`config.mk`:
```
export PLATFORM = sky130hd
export DESIGN_NAME = ble_midi_to_usb_midi_decoder_flat
export DESIGN_NICKNAME = d
export VERILOG_FILES = /design/src/rtl/bmd_pkg.sv /design/src/rtl/bmd_in_if.sv /design/src/rtl/bmd_out_if.sv /design/src/rtl/bmd_parse.sv /design/src/rtl/bmd_result_buf.sv /design/src/rtl/ble_midi_to_usb_midi_decoder.sv /design/src/flat_wrapper.sv
export SDC_FILE = /design/constraint.sdc
export NUM_CORES = 1
export LEC_CHECK = 0
export BUFFER_PORTS_ARGS = -buffer_cell sky130_fd_sc_hd__buf_2
export CAP_MARGIN = 20
export CORE_UTILIZATION = 50
export CTS_BUF_LIST = sky130_fd_sc_hd__clkbuf_8 sky130_fd_sc_hd__clkbuf_16
export DETAILED_ROUTE_END_ITERATION = 10
export PLACE_DENSITY = 0.68
export SETUP_SLACK_MARGIN = 0.5
export SLEW_MARGIN = 30
export SYNTH_ARGS = -nofsm -noshare
export SYNTH_HDL_FRONTEND = slang
export SYNTH_SLANG_ARGS = --single-unit
```
`constraint.sdc`:
```
create_clock -name clk_i -period 10.9 [get_ports clk_i]
set_input_delay 0.545 -clock clk_i [delete_from_list [all_inputs] [get_ports clk_i]]
set_output_delay 0.545 -clock clk_i [all_outputs]
set_load 0.02 [all_outputs]
```
`src/rtl/bmd_pkg.sv`:
```
// Shared types, constants and decode functions for the BLE-MIDI to USB-MIDI decoder.
package bmd_pkg;

  localparam int unsigned EventCountBits = 12;
  localparam int unsigned MaxResults     = 4;
  localparam int unsigned MaxPlanned     = 3;

  localparam logic [7:0] HeaderMask        = 8'hC0;
  localparam logic [7:0] HeaderValue       = 8'h80;
  localparam logic [7:0] StatusSysexStart  = 8'hF0;
  localparam logic [7:0] StatusTimeCode    = 8'hF1;
  localparam logic [7:0] StatusSongPos     = 8'hF2;
  localparam logic [7:0] StatusSongSelect  = 8'hF3;
  localparam logic [7:0] StatusTuneRequest = 8'hF6;
  localparam logic [7:0] StatusSysexEnd    = 8'hF7;
  localparam logic [7:0] StatusRealtimeMin = 8'hF8;
  localparam logic [3:0] StatusSystemNib   = 4'hF;

  localparam logic [3:0] CinNone            = 4'h0;
  localparam logic [3:0] CinTwoByteCommon   = 4'h2;
  localparam logic [3:0] CinThreeByteCommon = 4'h3;
  localparam logic [3:0] CinSysexCont       = 4'h4;
  localparam logic [3:0] CinSysexEnd1       = 4'h5;
  localparam logic [3:0] CinSingleCommon    = 4'h5;
  localparam logic [3:0] CinSysexEnd2       = 4'h6;
  localparam logic [3:0] CinSysexEnd3       = 4'h7;
  localparam logic [3:0] CinProgramChange   = 4'hC;
  localparam logic [3:0] CinChannelPressure = 4'hD;
  localparam logic [3:0] CinSingleByte      = 4'hF;

  typedef enum logic [1:0] {
    KindEvent  = 2'd0,
    KindAccept = 2'd1,
    KindReject = 2'd2
  } kind_e;

  typedef enum logic [1:0] {
    PhHeader  = 2'd0,
    PhTop     = 2'd1,
    PhStamped = 2'd2,
    PhData    = 2'd3
  } phase_e;

  typedef struct packed {
    kind_e                     kind;
    logic [3:0]                cin;
    logic [7:0]                first;
    logic [7:0]                second;
    logic [7:0]                third;
    logic [EventCountBits-1:0] count;
  } result_t;

  typedef struct packed {
    phase_e                    phase;
    logic                      sysex_on;
    logic [2:0][7:0]           chunk;
    logic [1:0]                fill;
    logic [7:0]                run_status;
    logic                      stamp_needed;
    logic [1:0][7:0]           msg;
    logic [1:0]                data_left;
    logic [EventCountBits-1:0] events;
    logic                      failed;
  } state_t;

  typedef struct packed {
    logic [1:0] len;
    logic [3:0] cin;
  } msg_info_t;

  localparam state_t StateReset = '{
    phase:        PhHeader,
    sysex_on:     1'b0,
    chunk:        '0,
    fill:         2'd0,
    run_status:   8'd0,
    stamp_needed: 1'b1,
    msg:          '0,
    data_left:    2'd0,
    events:       '0,
    failed:       1'b0
  };

  function automatic msg_info_t msg_info(logic [7:0] s);
    msg_info_t r;
    r.len = 2'd0;
    r.cin = CinNone;
    if (s[7:4] != StatusSystemNib) begin
      r.cin = s[7:4];
      r.len = (s[7:4] == CinProgramChange || s[7:4] == CinChannelPressure) ? 2'd2 : 2'd3;
    end else if (s >= StatusRealtimeMin) begin
      r.cin = CinSingleByte;
      r.len = 2'd1;
    end else begin
      unique case (s)
        StatusTimeCode, StatusSongSelect: begin
          r.cin = CinTwoByteCommon;
          r.len = 2'd2;
        end
        StatusSongPos: begin
          r.cin = CinThreeByteCommon;
          r.len = 2'd3;
        end
        StatusTuneRequest: begin
          r.cin = CinSingleCommon;
          r.len = 2'd1;
        end
        default: begin
          r.cin = CinNone;
          r.len = 2'd0;
        end
      endcase
    end
    return r;
  endfunction

  function automatic result_t mk_event(logic [3:0] cin, logic [7:0] a, logic [7:0] b,
                                       logic [7:0] c);
    result_t r;
    r.kind   = KindEvent;
    r.cin    = cin;
    r.first  = a;
    r.second = b;
    r.third  = c;
    r.count  = '0;
    return r;
  endfunction

endpackage

```
`src/rtl/bmd_in_if.sv`:
```
// Byte channel into the decoder: valid/ready with one packet byte per word.
interface bmd_in_if ();
  logic       valid;
  logic       ready;
  logic [7:0] data_byte;
  logic       last_of_packet;

  modport source (output valid, output data_byte, output last_of_packet, input ready);
  modport sink (input valid, input data_byte, input last_of_packet, output ready);
endinterface

```
`src/rtl/bmd_out_if.sv`:
```
// Result channel out of the decoder: valid/ready with one event or packet verdict per word.
interface bmd_out_if import bmd_pkg::*; ();
  logic                      valid;
  logic                      ready;
  logic [1:0]                kind;
  logic [3:0]                code_index;
  logic [7:0]                midi_first;
  logic [7:0]                midi_second;
  logic [7:0]                midi_third;
  logic [EventCountBits-1:0] event_count;
  logic                      last;

  modport source (
    output valid, output kind, output code_index, output midi_first, output midi_second,
    output midi_third, output event_count, output last, input ready
  );
  modport sink (
    input valid, input kind, input code_index, input midi_first, input midi_second,
    input midi_third, input event_count, input last, output ready
  );
endinterface

```
`src/rtl/bmd_parse.sv`:
```
// Single-pass step logic: next parser state and the results caused by one packet byte.
module bmd_parse import bmd_pkg::*; (
  input  state_t                           state_i,
  input  logic [7:0]                       data_byte_i,
  input  logic                             last_of_packet_i,
  input  logic [EventCountBits-1:0]        max_events_i,
  output state_t                           state_o,
  output result_t [MaxResults-1:0]         res_o,
  output logic [$clog2(MaxResults+1)-1:0]  res_cnt_o
);

  state_t                    st;
  result_t [MaxPlanned-1:0]  plan;
  logic [1:0]                plan_cnt;
  logic                      pfail;
  logic                      header_only;
  logic                      start_req;
  logic [7:0]                start_s;
  logic                      start_hd;
  logic [7:0]                stat;
  logic                      stat_hd;
  msg_info_t                 dinfo;
  msg_info_t                 sinfo;
  logic [EventCountBits-1:0] room;
  logic [1:0]                allowed;
  result_t [MaxResults-1:0]  res;
  result_t                   verdict;

  assign dinfo = msg_info(state_i.msg[0]);

  always_comb begin
    st          = state_i;
    plan        = '0;
    plan_cnt    = 2'd0;
    pfail       = 1'b0;
    header_only = 1'b0;
    start_req   = 1'b0;
    start_s     = data_byte_i;
    start_hd    = 1'b0;
    stat        = data_byte_i;
    stat_hd     = 1'b0;

    if (!state_i.failed) begin
      unique case (state_i.phase)
        PhHeader: begin
          header_only = 1'b1;
          if ((data_byte_i & HeaderMask) != HeaderValue) pfail = 1'b1;
          else st.phase = PhTop;
        end
        PhTop: begin
          if (state_i.sysex_on && !data_byte_i[7]) begin
            if (state_i.fill == 2'd3) begin
              pfail = 1'b1;
            end else begin
              st.chunk[state_i.fill] = data_byte_i;
              st.fill = state_i.fill + 2'd1;
              if (state_i.fill == 2'd2) begin
                plan[0]  = mk_event(CinSysexCont, state_i.chunk[0], state_i.chunk[1],
                                    data_byte_i);
                plan_cnt = 2'd1;
                st.fill  = 2'd0;
              end
            end
          end else if (data_byte_i[7]) begin
            st.phase = PhStamped;
          end else if (state_i.stamp_needed || state_i.run_status == 8'd0) begin
            pfail = 1'b1;
          end else begin
            start_req = 1'b1;
            start_s   = state_i.run_status;
            start_hd  = 1'b1;
          end
        end
        PhStamped: begin
          if (!data_byte_i[7]) begin
            stat    = state_i.run_status;
            stat_hd = 1'b1;
          end
          if (!data_byte_i[7] && state_i.run_status == 8'd0) begin
            pfail = 1'b1;
          end else if (state_i.sysex_on) begin
            if (stat == StatusSysexEnd) begin
              case (state_i.fill)
                2'd0: begin
                  plan[0]  = mk_event(CinSysexEnd1, StatusSysexEnd, 8'd0, 8'd0);
                  plan_cnt = 2'd1;
                end
                2'd1: begin
                  plan[0]  = mk_event(CinSysexEnd2, state_i.chunk[0], StatusSysexEnd, 8'd0);
                  plan_cnt = 2'd1;
                end
                2'd2: begin
                  plan[0]  = mk_event(CinSysexEnd3, state_i.chunk[0], state_i.chunk[1],
                                      StatusSysexEnd);
                  plan_cnt = 2'd1;
                end
                default: pfail = 1'b1;
              endcase
              st.sysex_on     = 1'b0;
              st.fill         = 2'd0;
              st.stamp_needed = 1'b1;
              st.phase        = PhTop;
            end else if (stat < StatusRealtimeMin) begin
              pfail = 1'b1;
            end else begin
              plan[0]  = mk_event(CinSingleByte, state_i.chunk[0], 8'd0, 8'd0);
              plan[1]  = mk_event(CinSingleByte, state_i.chunk[1], 8'd0, 8'd0);
              plan_cnt = (state_i.fill == 2'd3) ? 2'd2 : state_i.fill;
              st.fill  = 2'd0;
              start_req = 1'b1;
              start_s   = stat;
              start_hd  = stat_hd;
            end
          end else if (stat == StatusSysexStart) begin
            st.sysex_on     = 1'b1;
            st.chunk[0]     = StatusSysexStart;
            st.fill         = 2'd1;
            st.stamp_needed = 1'b1;
            st.phase        = PhTop;
          end else begin
            start_req = 1'b1;
            start_s   = stat;
            start_hd  = stat_hd;
          end
        end
        PhData: begin
          if (data_byte_i[7]) begin
            pfail = 1'b1;
          end else if (state_i.data_left == 2'd2) begin
            st.msg[1]    = data_byte_i;
            st.data_left = 2'd1;
          end else begin
            st.data_left = 2'd0;
            st.phase     = PhTop;
            if (dinfo.len == 2'd3) begin
              plan[0] = mk_event(dinfo.cin, state_i.msg[0], state_i.msg[1], data_byte_i);
            end else begin
              plan[0] = mk_event(dinfo.cin, state_i.msg[0], data_byte_i, 8'd0);
            end
            plan_cnt = 2'd1;
          end
        end
        default: pfail = 1'b1;
      endcase
    end

    sinfo = msg_info(start_s);
    if (start_req) begin
      if (start_s[7:4] != StatusSystemNib) begin
        st.run_status   = start_s;
        st.stamp_needed = 1'b0;
      end else begin
        st.stamp_needed = 1'b1;
      end
      if (sinfo.len == 2'd0) begin
        pfail = 1'b1;
      end else begin
        st.phase = PhTop;
        if (sinfo.len == 2'd1) begin
          plan[plan_cnt] = mk_event(sinfo.cin, start_s, 8'd0, 8'd0);
          plan_cnt       = plan_cnt + 2'd1;
        end else begin
          st.msg[0] = start_s;
          if (start_hd) begin
            if (sinfo.len == 2'd2) begin
              plan[plan_cnt] = mk_event(sinfo.cin, start_s, data_byte_i, 8'd0);
              plan_cnt       = plan_cnt + 2'd1;
            end else begin
              st.msg[1]    = data_byte_i;
              st.data_left = 2'd1;
              st.phase     = PhData;
            end
          end else begin
            st.data_left = sinfo.len - 2'd1;
            st.phase     = PhData;
          end
        end
      end
    end
  end

  // Clip the planned events to the packet's remaining capacity.
  assign room    = (state_i.events < max_events_i) ? max_events_i - state_i.events : '0;
  assign allowed = (room < EventCountBits'(plan_cnt)) ? room[1:0] : plan_cnt;

  always_comb begin
    state_o        = st;
    state_o.events = st.events + EventCountBits'(allowed);
    if (pfail || allowed != plan_cnt) begin
      state_o.failed   = 1'b1;
      state_o.sysex_on = 1'b0;
      state_o.fill     = 2'd0;
    end

    res = '0;
    for (int i = 0; i < MaxPlanned; i++) begin
      if (2'(i) < allowed) res[i] = plan[i];
    end

    verdict   = '0;
    res_cnt_o = {1'b0, allowed};
    if (last_of_packet_i) begin
      if (!state_o.failed && (header_only || state_o.phase == PhStamped ||
                              state_o.phase == PhData)) begin
        state_o.failed   = 1'b1;
        state_o.sysex_on = 1'b0;
        state_o.fill     = 2'd0;
      end
      if (state_o.failed) begin
        verdict.kind = KindReject;
      end else begin
        verdict.kind  = KindAccept;
        verdict.count = state_o.events;
      end
      res[allowed] = verdict;
      res_cnt_o    = {1'b0, allowed} + 3'd1;

      state_o.phase        = PhHeader;
      state_o.run_status   = 8'd0;
      state_o.stamp_needed = 1'b1;
      state_o.data_left    = 2'd0;
      state_o.events       = '0;
      state_o.failed       = 1'b0;
    end
    res_o = res;
  end

endmodule

```
`src/rtl/bmd_result_buf.sv`:
```
// Result register: holds the words of one byte and hands them out one per cycle while the output is ready.
module bmd_result_buf import bmd_pkg::*; (
  input  logic                            clk_i,
  input  logic                            rst_ni,
  input  logic                            load_i,
  input  result_t [MaxResults-1:0]        res_i,
  input  logic [$clog2(MaxResults+1)-1:0] res_cnt_i,
  output logic                            load_ready_o,
  bmd_out_if.source                       out_o
);

  localparam int unsigned IdxBits = $clog2(MaxResults);
  localparam int unsigned CntBits = $clog2(MaxResults + 1);

  result_t [MaxResults-1:0] res_q;
  logic [CntBits-1:0]       cnt_q;
  logic [IdxBits-1:0]       idx_q;
  logic                     is_last;
  logic                     fire;
  result_t                  cur;

  assign cur          = res_q[idx_q];
  assign is_last      = (CntBits'(idx_q) + CntBits'(1)) == cnt_q;
  assign fire         = out_o.valid && out_o.ready;
  assign load_ready_o = (cnt_q == '0) || (fire && is_last);

  always_ff @(posedge clk_i or negedge rst_ni) begin
    if (!rst_ni) begin
      cnt_q <= '0;
      idx_q <= '0;
    end else if (load_i && load_ready_o) begin
      cnt_q <= res_cnt_i;
      idx_q <= '0;
    end else if (fire) begin
      if (is_last) begin
        cnt_q <= '0;
      end else begin
        idx_q <= idx_q + IdxBits'(1);
      end
    end
  end

  always_ff @(posedge clk_i) begin
    if (load_i && load_ready_o) begin
      res_q <= res_i;
    end
  end

  assign out_o.valid       = cnt_q != '0;
  assign out_o.kind        = cur.kind;
  assign out_o.code_index  = cur.cin;
  assign out_o.midi_first  = cur.first;
  assign out_o.midi_second = cur.second;
  assign out_o.midi_third  = cur.third;
  assign out_o.event_count = cur.count;
  assign out_o.last        = is_last;

endmodule

```
`src/rtl/ble_midi_to_usb_midi_decoder.sv`:
```
// Top level of the BLE-MIDI to USB-MIDI event decoder.
// Packet bytes enter through in_i, one word per byte, last_of_packet on the final byte.
// Each accepted byte is registered, decoded combinationally against the parser state and
// its results (zero to four words: USB-MIDI events, then the accept or reject verdict
// on the packet's last byte) are loaded into the result register. The single result
// port sets the rate: one byte per cycle while each byte yields at most one word and
// the output is ready; a byte with more words, up to four for a realtime byte that
// flushes a partial SysEx chunk at the end of a packet, holds off the next byte until
// its last word has left. Events go out before the packet is judged; drop all
// events of a packet that ends with a reject word. Write max_events through
// cfg_we_i/cfg_wdata_i only while the decoder is idle; it resets to 255.
module ble_midi_to_usb_midi_decoder import bmd_pkg::*; (
  input  logic                      clk_i,
  input  logic                      rst_ni,
  bmd_in_if.sink                    in_i,
  bmd_out_if.source                 out_o,
  input  logic                      cfg_we_i,
  input  logic [EventCountBits-1:0] cfg_wdata_i
);

  localparam int unsigned CntBits = $clog2(MaxResults + 1);

  logic                      in_valid_q;
  logic [7:0]                byte_q;
  logic                      last_q;
  logic [EventCountBits-1:0] max_events_q;
  state_t                    state_q;
  state_t                    state_d;
  result_t [MaxResults-1:0]  res;
  logic [CntBits-1:0]        res_cnt;
  logic                      load_ready;
  logic                      commit;

  assign commit     = in_valid_q && load_ready;
  assign in_i.ready = !in_valid_q || commit;

  always_ff @(posedge clk_i or negedge rst_ni) begin
    if (!rst_ni) begin
      in_valid_q   <= 1'b0;
      max_events_q <= EventCountBits'(255);
      state_q      <= StateReset;
    end else begin
      if (in_i.ready) in_valid_q <= in_i.valid;
      if (cfg_we_i) max_events_q <= cfg_wdata_i;
      if (commit) state_q <= state_d;
    end
  end

  always_ff @(posedge clk_i) begin
    if (in_i.valid && in_i.ready) begin
      byte_q <= in_i.data_byte;
      last_q <= in_i.last_of_packet;
    end
  end

  bmd_parse u_parse (
    .state_i          (state_q),
    .data_byte_i      (byte_q),
    .last_of_packet_i (last_q),
    .max_events_i     (max_events_q),
    .state_o          (state_d),
    .res_o            (res),
    .res_cnt_o        (res_cnt)
  );

  bmd_result_buf u_result_buf (
    .clk_i        (clk_i),
    .rst_ni       (rst_ni),
    .load_i       (commit),
    .res_i        (res),
    .res_cnt_i    (res_cnt),
    .load_ready_o (load_ready),
    .out_o        (out_o)
  );

endmodule
```
`src/flat_wrapper.sv`:
```
// flat-port wrapper written by rule: the top's interface ports become plain ports
module ble_midi_to_usb_midi_decoder_flat import bmd_pkg::*;
  (clk_i, rst_ni, cfg_we_i, cfg_wdata_i, in_i_valid, in_i_data_byte, in_i_last_of_packet, in_i_ready, out_o_valid, out_o_kind, out_o_code_index, out_o_midi_first, out_o_midi_second, out_o_midi_third, out_o_event_count, out_o_last, out_o_ready);
  bmd_in_if in_i_i ();
  bmd_out_if out_o_i ();
  input  logic clk_i;
  input  logic rst_ni;
  input  logic cfg_we_i;
  input  logic [EventCountBits-1:0] cfg_wdata_i;
  input wire logic [$bits(in_i_i.valid)-1:0] in_i_valid;
  input wire logic [$bits(in_i_i.data_byte)-1:0] in_i_data_byte;
  input wire logic [$bits(in_i_i.last_of_packet)-1:0] in_i_last_of_packet;
  output wire logic [$bits(in_i_i.ready)-1:0] in_i_ready;
  output wire logic [$bits(out_o_i.valid)-1:0] out_o_valid;
  output wire logic [$bits(out_o_i.kind)-1:0] out_o_kind;
  output wire logic [$bits(out_o_i.code_index)-1:0] out_o_code_index;
  output wire logic [$bits(out_o_i.midi_first)-1:0] out_o_midi_first;
  output wire logic [$bits(out_o_i.midi_second)-1:0] out_o_midi_second;
  output wire logic [$bits(out_o_i.midi_third)-1:0] out_o_midi_third;
  output wire logic [$bits(out_o_i.event_count)-1:0] out_o_event_count;
  output wire logic [$bits(out_o_i.last)-1:0] out_o_last;
  input wire logic [$bits(out_o_i.ready)-1:0] out_o_ready;
  assign in_i_i.valid = in_i_valid;
  assign in_i_i.data_byte = in_i_data_byte;
  assign in_i_i.last_of_packet = in_i_last_of_packet;
  assign in_i_ready = in_i_i.ready;
  assign out_o_valid = out_o_i.valid;
  assign out_o_kind = out_o_i.kind;
  assign out_o_code_index = out_o_i.code_index;
  assign out_o_midi_first = out_o_i.midi_first;
  assign out_o_midi_second = out_o_i.midi_second;
  assign out_o_midi_third = out_o_i.midi_third;
  assign out_o_event_count = out_o_i.event_count;
  assign out_o_last = out_o_i.last;
  assign out_o_i.ready = out_o_ready;
  ble_midi_to_usb_midi_decoder u_core (.clk_i(clk_i), .rst_ni(rst_ni), .in_i(in_i_i), .out_o(out_o_i), .cfg_we_i(cfg_we_i), .cfg_wdata_i(cfg_wdata_i));
endmodule
```
# Word-level counts from Yosys, hierarchy flattened
# Index checks and enable logic that the tools add are counted.
# Widths: inputs -> output; s select.
# classes
n_reduce_logical	45
muxes	183
eq_ne	40
n_addsub	8
bitwise	4
magnitude_cmp	15
# ops
op	n
$mux 126	6
$mux 42	9
$bwmux 126	2
$mux 84	3
$bwmux 168	1
$demux 42 s2	2
$mux 8	20
$pmux 42 s3	1
$mux 39	3
$pmux 39 s3	1
$bmux 42 s2	1
$mux 82	1
$eq 8x8->1 const B	10
$mux 40	2
$mux 2	38
$mux 1	53
$mux 26	2
$mux 12	3
$mux 18	2
$pmux 6 s3	2
$mux 29	1
$mux 28	1
$mux 27	1
$mux 3	9
55 further kinds	121
# totals
in_bits	26
output_inout_bits	45
reg_bits	264

# Logic depth before layout (Yosys ltp)
# logic_depth
word_depth	34
depth_mapped	34

# By module
# Synthesis repeated with hierarchy kept, for this count alone.
# hier_totals
cells_unflattened	1389
area_unflattened_um2	16285.6
# modules_own_cells
mod	seq_area_each_um2	cells_each	area_each_um2	n_inst
bmd_result_buf	5170.0	262	6463.7	1
bmd_parse	0.0	942	6123.4	1
ble_midi_to_usb_midi_decoder	2333.5	185	3698.5	1

# Worst setup path after synthesis
# Ideal clock, no wire load.
# synth_timing
path_type	reg2reg
start	register u_core.state_q[33] (netlist bit)
end	register u_core.state_q[11] (netlist bit)
setup_time_ns	0.329
t_arrival_ns	7.824
slack_ns	2.747
required_ns	10.571
synth_period_minus_slack_ns	8.153
stages_incl_launch_ff	33
path_cell_list	dfrtp_1 -> or3_1 -> buf_6 -> o211a_4 -> a221oi_4 -> nor2_1 -> a32o_1 -> a222oi_1 -> o21ai_1 -> a21boi_1 -> inv_1 -> ha_1 -> nor2b_1 -> o211ai_1 -> or2_0 -> o22ai_4 -> mux2_2 -> ha_1 -> a211o_1 -> nor4_1 -> a41oi_1 -> or2_2 -> a21boi_0 -> ha_1 -> inv_1 -> fa_1 -> or3_1 -> clkbuf_1 -> nor2b_1 -> nand3_1 -> xnor2_1 -> or3_1 -> o21ai_0
# synth_between
elab_chain_len	25
word_cells_on_any_way	69
cone_classes	2 x add/sub; 3 x order compare; 11 x eq/ne; 47 x mux; 6 x reduce/logical
# synth_rtl
element	line	text
from (decl)	ble_midi_to_usb_midi_decoder.sv:27	state_t state_q;
from (signal assigned)	ble_midi_to_usb_midi_decoder.sv:41	state_q <= StateReset;
from (signal assigned)	ble_midi_to_usb_midi_decoder.sv:45	if (commit) state_q <= state_d;
$mux 8	bmd_parse.sv:75	if (!data_byte_i[7]) begin
$mux 8	bmd_parse.sv:44	unique case (state_i.phase)
$mux 8	bmd_parse.sv:43	if (!state_i.failed) begin
$lt 8x8->1	bmd_parse.sv:103	end else if (stat < StatusRealtimeMin) begin
$mux 8	bmd_parse.sv:103	
$mux 8	bmd_parse.sv:82	if (stat == StatusSysexEnd) begin
$mux 8	bmd_parse.sv:81	end else if (state_i.sysex_on) begin
$mux 8	bmd_parse.sv:79	if (!data_byte_i[7] && state_i.run_status == 8'd0) begin
[9 not listed]	-	
$mux 2	bmd_parse.sv:164	if (start_hd) begin
$mux 2	bmd_parse.sv:159	if (sinfo.len == 2'd1) begin
$mux 2	bmd_parse.sv:155	if (sinfo.len == 2'd0) begin
$mux 2 (*)	bmd_parse.sv:148	if (start_req) begin
$lt 12x2->1	bmd_parse.sv:184	assign allowed = (room < EventCountBits'(plan_cnt)) ? room[1:0] : plan_cnt;
$mux 2 (*)	bmd_parse.sv:184	
$add 12x2->12 (*)	bmd_parse.sv:188	state_o.events = st.events + EventCountBits'(allowed);
$mux 15 (*)	bmd_parse.sv:202	if (last_of_packet_i) begin
# Mark *: on every way between the ends. The rest lies on a longest branch, timed or not. The select of a mux whose other input is x is not followed.
# A chain may end at the register's enable or synchronous reset.

# Final worst setup path
# layout_timing
start	register u_core.byte_q[0]
end	register u_core.state_q[11] (netlist bit)
# layout_between
elab_chain_len	25
word_cells_on_any_way	63
cone_classes	2 x add/sub; 3 x order compare; 11 x eq/ne; 44 x mux; 3 x reduce/logical
# layout_rtl
element	line	text
from (decl)	ble_midi_to_usb_midi_decoder.sv:24	logic [7:0] byte_q;
from (signal assigned)	ble_midi_to_usb_midi_decoder.sv:51	byte_q <= in_i.data_byte;
$mux 8	bmd_parse.sv:75	
$mux 8	bmd_parse.sv:44	
$mux 8	bmd_parse.sv:43	
$lt 8x8->1	bmd_parse.sv:103	
$mux 8	bmd_parse.sv:103	
$mux 8	bmd_parse.sv:82	
$mux 8	bmd_parse.sv:81	
$mux 8	bmd_parse.sv:79	
[9 not listed]	-	
$mux 2	bmd_parse.sv:164	
$mux 2	bmd_parse.sv:159	
$mux 2	bmd_parse.sv:155	
$mux 2 (*)	bmd_parse.sv:148	
$lt 12x2->1	bmd_parse.sv:184	
$mux 2 (*)	bmd_parse.sv:184	
$add 12x2->12 (*)	bmd_parse.sv:188	
$mux 15 (*)	bmd_parse.sv:202	
# Marks and branches as above.

==> metrics.log <==
[metrics] placed wire-length estimate: between 20 and 25 mm
[metrics] Peak Freq: between 100 and 150 MHz
[metrics] max-capacitance violation count: 0
[metrics] number of enable-type register cells in the synthesized netlist: 133
[metrics] average footprint of a synthesized cell: just over 10 um2
[metrics] worst slew pin tran: 1.00 ns
[metrics] ys flop type: edfxtp_1
[metrics] Slowest-stage cell, CP: edfxtp_1
[metrics] H-tree depth: 1
[metrics] Placed Cells incl. Taps: between 1500 and 2000
[metrics] clock skew after layout: 0.0115 ns
[metrics] class of the tightest hold or removal check: primary input to flip-flop
[metrics] largest incremental delay on the critical path: between 0.6 and 0.7 ns
[metrics] Synth warnings: 0
[metrics] CP startpoint kind: flip-flop
[metrics] overall die width: about 160 um
[metrics] clock network latency to the later pin of the worst-skew pair: 0.51 ns
[metrics] RSZ-0062 raised after global routing: no
[metrics] endpoint kind of the worst setup timing path: flip-flop
[metrics] DRC violations left: 0
[metrics] First DRT Iteration DRCs: between 900 and 1000
[metrics] Tmin final: roughly 9.5 ns
[metrics] final weighted congestion in routability-driven placement: approximately 0.94
[metrics] data arrival time of the critical path: 9.86 ns
[metrics] multi-input gate area in the final layout: between 5000 and 6000 um2
[metrics] Cell Rows: 56
[metrics] Avg WL per Cell: 20.1 um
[metrics] Antenna Violating Nets Remaining: 0
[metrics] clk buf depth: 3
[metrics] Seq. cell area: between 5000 and 6000 um2
[metrics] placement-stage cell area: around 13000 um2
[metrics] Netlist cell types: 95
[metrics] final worst-path cycle share: 0.873
[metrics] vias in the first global route: 8659
[metrics] final count of negative-setup-slack endpoints: 0
[metrics] CTS buffer count: 23
[metrics] GR Overflow Total: 0
[metrics] final core occ: 0.570
[metrics] final design area excluding fillers: 13400 um2
[metrics] clock input transition at the sequential cells of the worst setup and hold paths: approximately 0.060 ns
[metrics] ratio of cells with drive above 1 in the final layout: 0.160
[metrics] share of synthesized area occupied by flip-flops and latches: 0.494
[metrics] post-CTS repair timing setup buffer count: 0
[metrics] count of final max-slew check failures: 0
[metrics] Sum Neg Setup Slack: 0 ns
[metrics] Syn Inst Count: about 1200
[metrics] clock sink count: 212
[metrics] via-per-instance ratio: about 6.1
[metrics] Detailed Route WL: 31.4 mm
[metrics] Buffers on Ports: 70
[metrics] maximum number of pins on one net before global-route repair: between 70 and 80
[metrics] async set or reset register ratio after synthesis: 0.373
[metrics] IO Count: slightly above 70
[metrics] n_diodes: 0
[metrics] Filler cells: approximately 2000
[metrics] start-to-end type of the worst setup path: flip-flop to flip-flop
[metrics] final hold violations: 0
[metrics] TritonCTS clock tree: yes
[metrics] clock root buffer: clkbuf_16
[metrics] IR drop worst, VDD: approximately 0.18 mV
[metrics] placeable core area: 23600 um2
[metrics] Hold Slack: 0.213 ns
[metrics] Final Instance Count excl. Fillers: 1562
[metrics] full die area: approximately 25000 um2
[metrics] P per Cell Area: ~260 nW/um2
[metrics] run status: complete, no violations
[metrics] cell area after synthesis: between 10000 and 15000 um2
[metrics] post-synth top area cell: edfxtp_1
[metrics] initial antenna violation count: 0
[metrics] maximum net fanout on the critical path: 11
[metrics] number of synthesized register bits: 212
[metrics] effective utilization at floorplan: 0.513
[metrics] Pleak: 0.00519 uW
[metrics] P&R area growth vs syn: 11.1%
[metrics] floorplan die height: between 150 and 200 um
[metrics] drt first pass iters: 5
[metrics] Required @ worst endpoint: between 10 and 15 ns
[metrics] crit-path most repeated cell: ha_1
[metrics] Slew HR: 0.331
[metrics] wire length of the first global-routing pass: roughly 50 mm
[metrics] post-synth top area share: 0.330
[metrics] number of vias in the routed layout: between 9000 and 10000
[metrics] cell types occupying the most area after synthesis: edfxtp_1 33%, dfrtp_1 14%, nor2_1 4.1%
[metrics] post-layout net count: approximately 1300
[metrics] total global-route track usage: 0.258
-- layout by cell type (no fill, tap or decap), types with 11 or more instances in the layout --
master	count
edfxtp_1	133
nor2_1	131
nand2_1	116
o21ai_0	84
buf_2	69
dfrtp_1	69
inv_1	58
a21oi_1	49
ha_1	37
mux2i_1	31
nand3_1	28
and2_1	24
clkbuf_16	23
mux2_2	22
nor3_1	22
or3_1	17
and3_1	16
o22ai_1	16
nor2b_1	15
a31oi_1	15
buf_4	15
mux4_2	14
a21o_1	13
xnor2_1	13
nand2b_1	13
o21ai_1	12
nand4_1	11
-- synth_stat cells (10+ instances only) --
| library cell | number |
|---|---|
| edfxtp_1 | 133 |
| nor2_1 | 131 |
| nand2_1 | 116 |
| o21ai_0 | 84 |
| dfrtp_1 | 70 |
| inv_1 | 51 |
| a21oi_1 | 49 |
| clkbuf_1 | 38 |
| ha_1 | 37 |
| mux2i_1 | 31 |
| nand3_1 | 28 |
| and2_1 | 24 |
| nor3_1 | 23 |
| mux2_2 | 22 |
| or3_1 | 17 |
| and3_1 | 16 |
| nor2b_1 | 16 |
| o22ai_1 | 16 |
| a31oi_1 | 15 |
| mux4_2 | 14 |
| a21o_1 | 13 |
| nand2b_1 | 13 |
| xnor2_1 | 13 |
| o21ai_1 | 12 |
| nand4_1 | 11 |
| a211oi_1 | 10 |
| o221ai_1 | 10 |
-- path summary, 6_finish.rpt --
kind                                    start            endpoint  slack (ns)  cells after the start
hold reg to reg            u_core.state_q[14]  u_core.state_q[14]        0.50                      2
setup / recovery             u_core.byte_q[0]  u_core.state_q[11]        1.38                     31
setup reg to reg             u_core.byte_q[0]  u_core.state_q[11]        1.38                     31
max in group asynchronous              rst_ni  u_core.state_q[22]        9.34                      3
hold / removal              in_i_data_byte[3]    u_core.byte_q[3]        0.21                      1
min in group asynchronous              rst_ni   u_core.in_valid_q        0.53                      2
-- layout make-up --
cell class	count	share of cell area
clock buffer	25	0.0448
clock inverter	16	0.00921
inverter	53	0.0150
multi-input combinational	851	0.421
sequential	212	0.445
tap	319	0.0297
timing repair buffer	86	0.0356
-- kinds of logic (layout without fill, tap and decap cells) --
group	Yosys count	count (layout)	synth area share
flops	212	212	0.494
mux	68	68	0.0733
compound gates	288	288	0.161
simple gates	434	434	0.176
buf+inv	112	180	0.0397
xor+xnor	20	20	0.0145
other cells	1	2	0.000310
fa+ha+maj	39	39	0.0415
-- stage by stage --
step           worst slack (ns)  power (uW)
2_1_floorplan              2.75        2350
3_3_place_gp               1.72        2710
3_5_place_dp               1.53        2740
4_1_cts                    1.46        3500
5_1_grt                   0.543        3670
6_report                   1.38        3490
-- power by group --
part | switching (uW) | internal, uW
clock network | 316 | 443
registers | 142 | 1230
logic | 923 | 435
total | 1380 | 2110
-- critical path: cells and delay by family, from the launching register on --
kind / cells / cell delay (ns)
AO/OA/AOI/OAI: 13 / 3.76
AND/OR/NAND/NOR: 10 / 2.91
adder cells (fa/ha/maj): 4 / 1.11
flip-flops: 1 / 0.68
multiplexers: 1 / 0.42
XOR/XNOR: 1 / 0.35
buffers and inverters: 2 / 0.14
-- routing by layer --
layer,track usage,part of all wire
met4,0.0791,0.027
met3,0.0468,0.084
met1,0.391,0.46
met2,0.373,0.43
met5,0,0
-- registers in the layout (all words and copies together), names as in the netlist --
signal / flops
u_core.u_result_buf.res_q: 124
u_core.state_q: 61
u_core.max_events_q: 12
u_core.byte_q: 8
u_core.u_result_buf.cnt_q: 3
u_core.u_result_buf.idx_q: 2
u_core.in_valid_q: 1
u_core.last_q: 1
-- repair_timing --
action                    4_1_cts  5_1_grt
hold endpoints to repair       16        0
resized for setup               0        0
hold buffers                    1        0
Power figures use the tool's default switching activity.
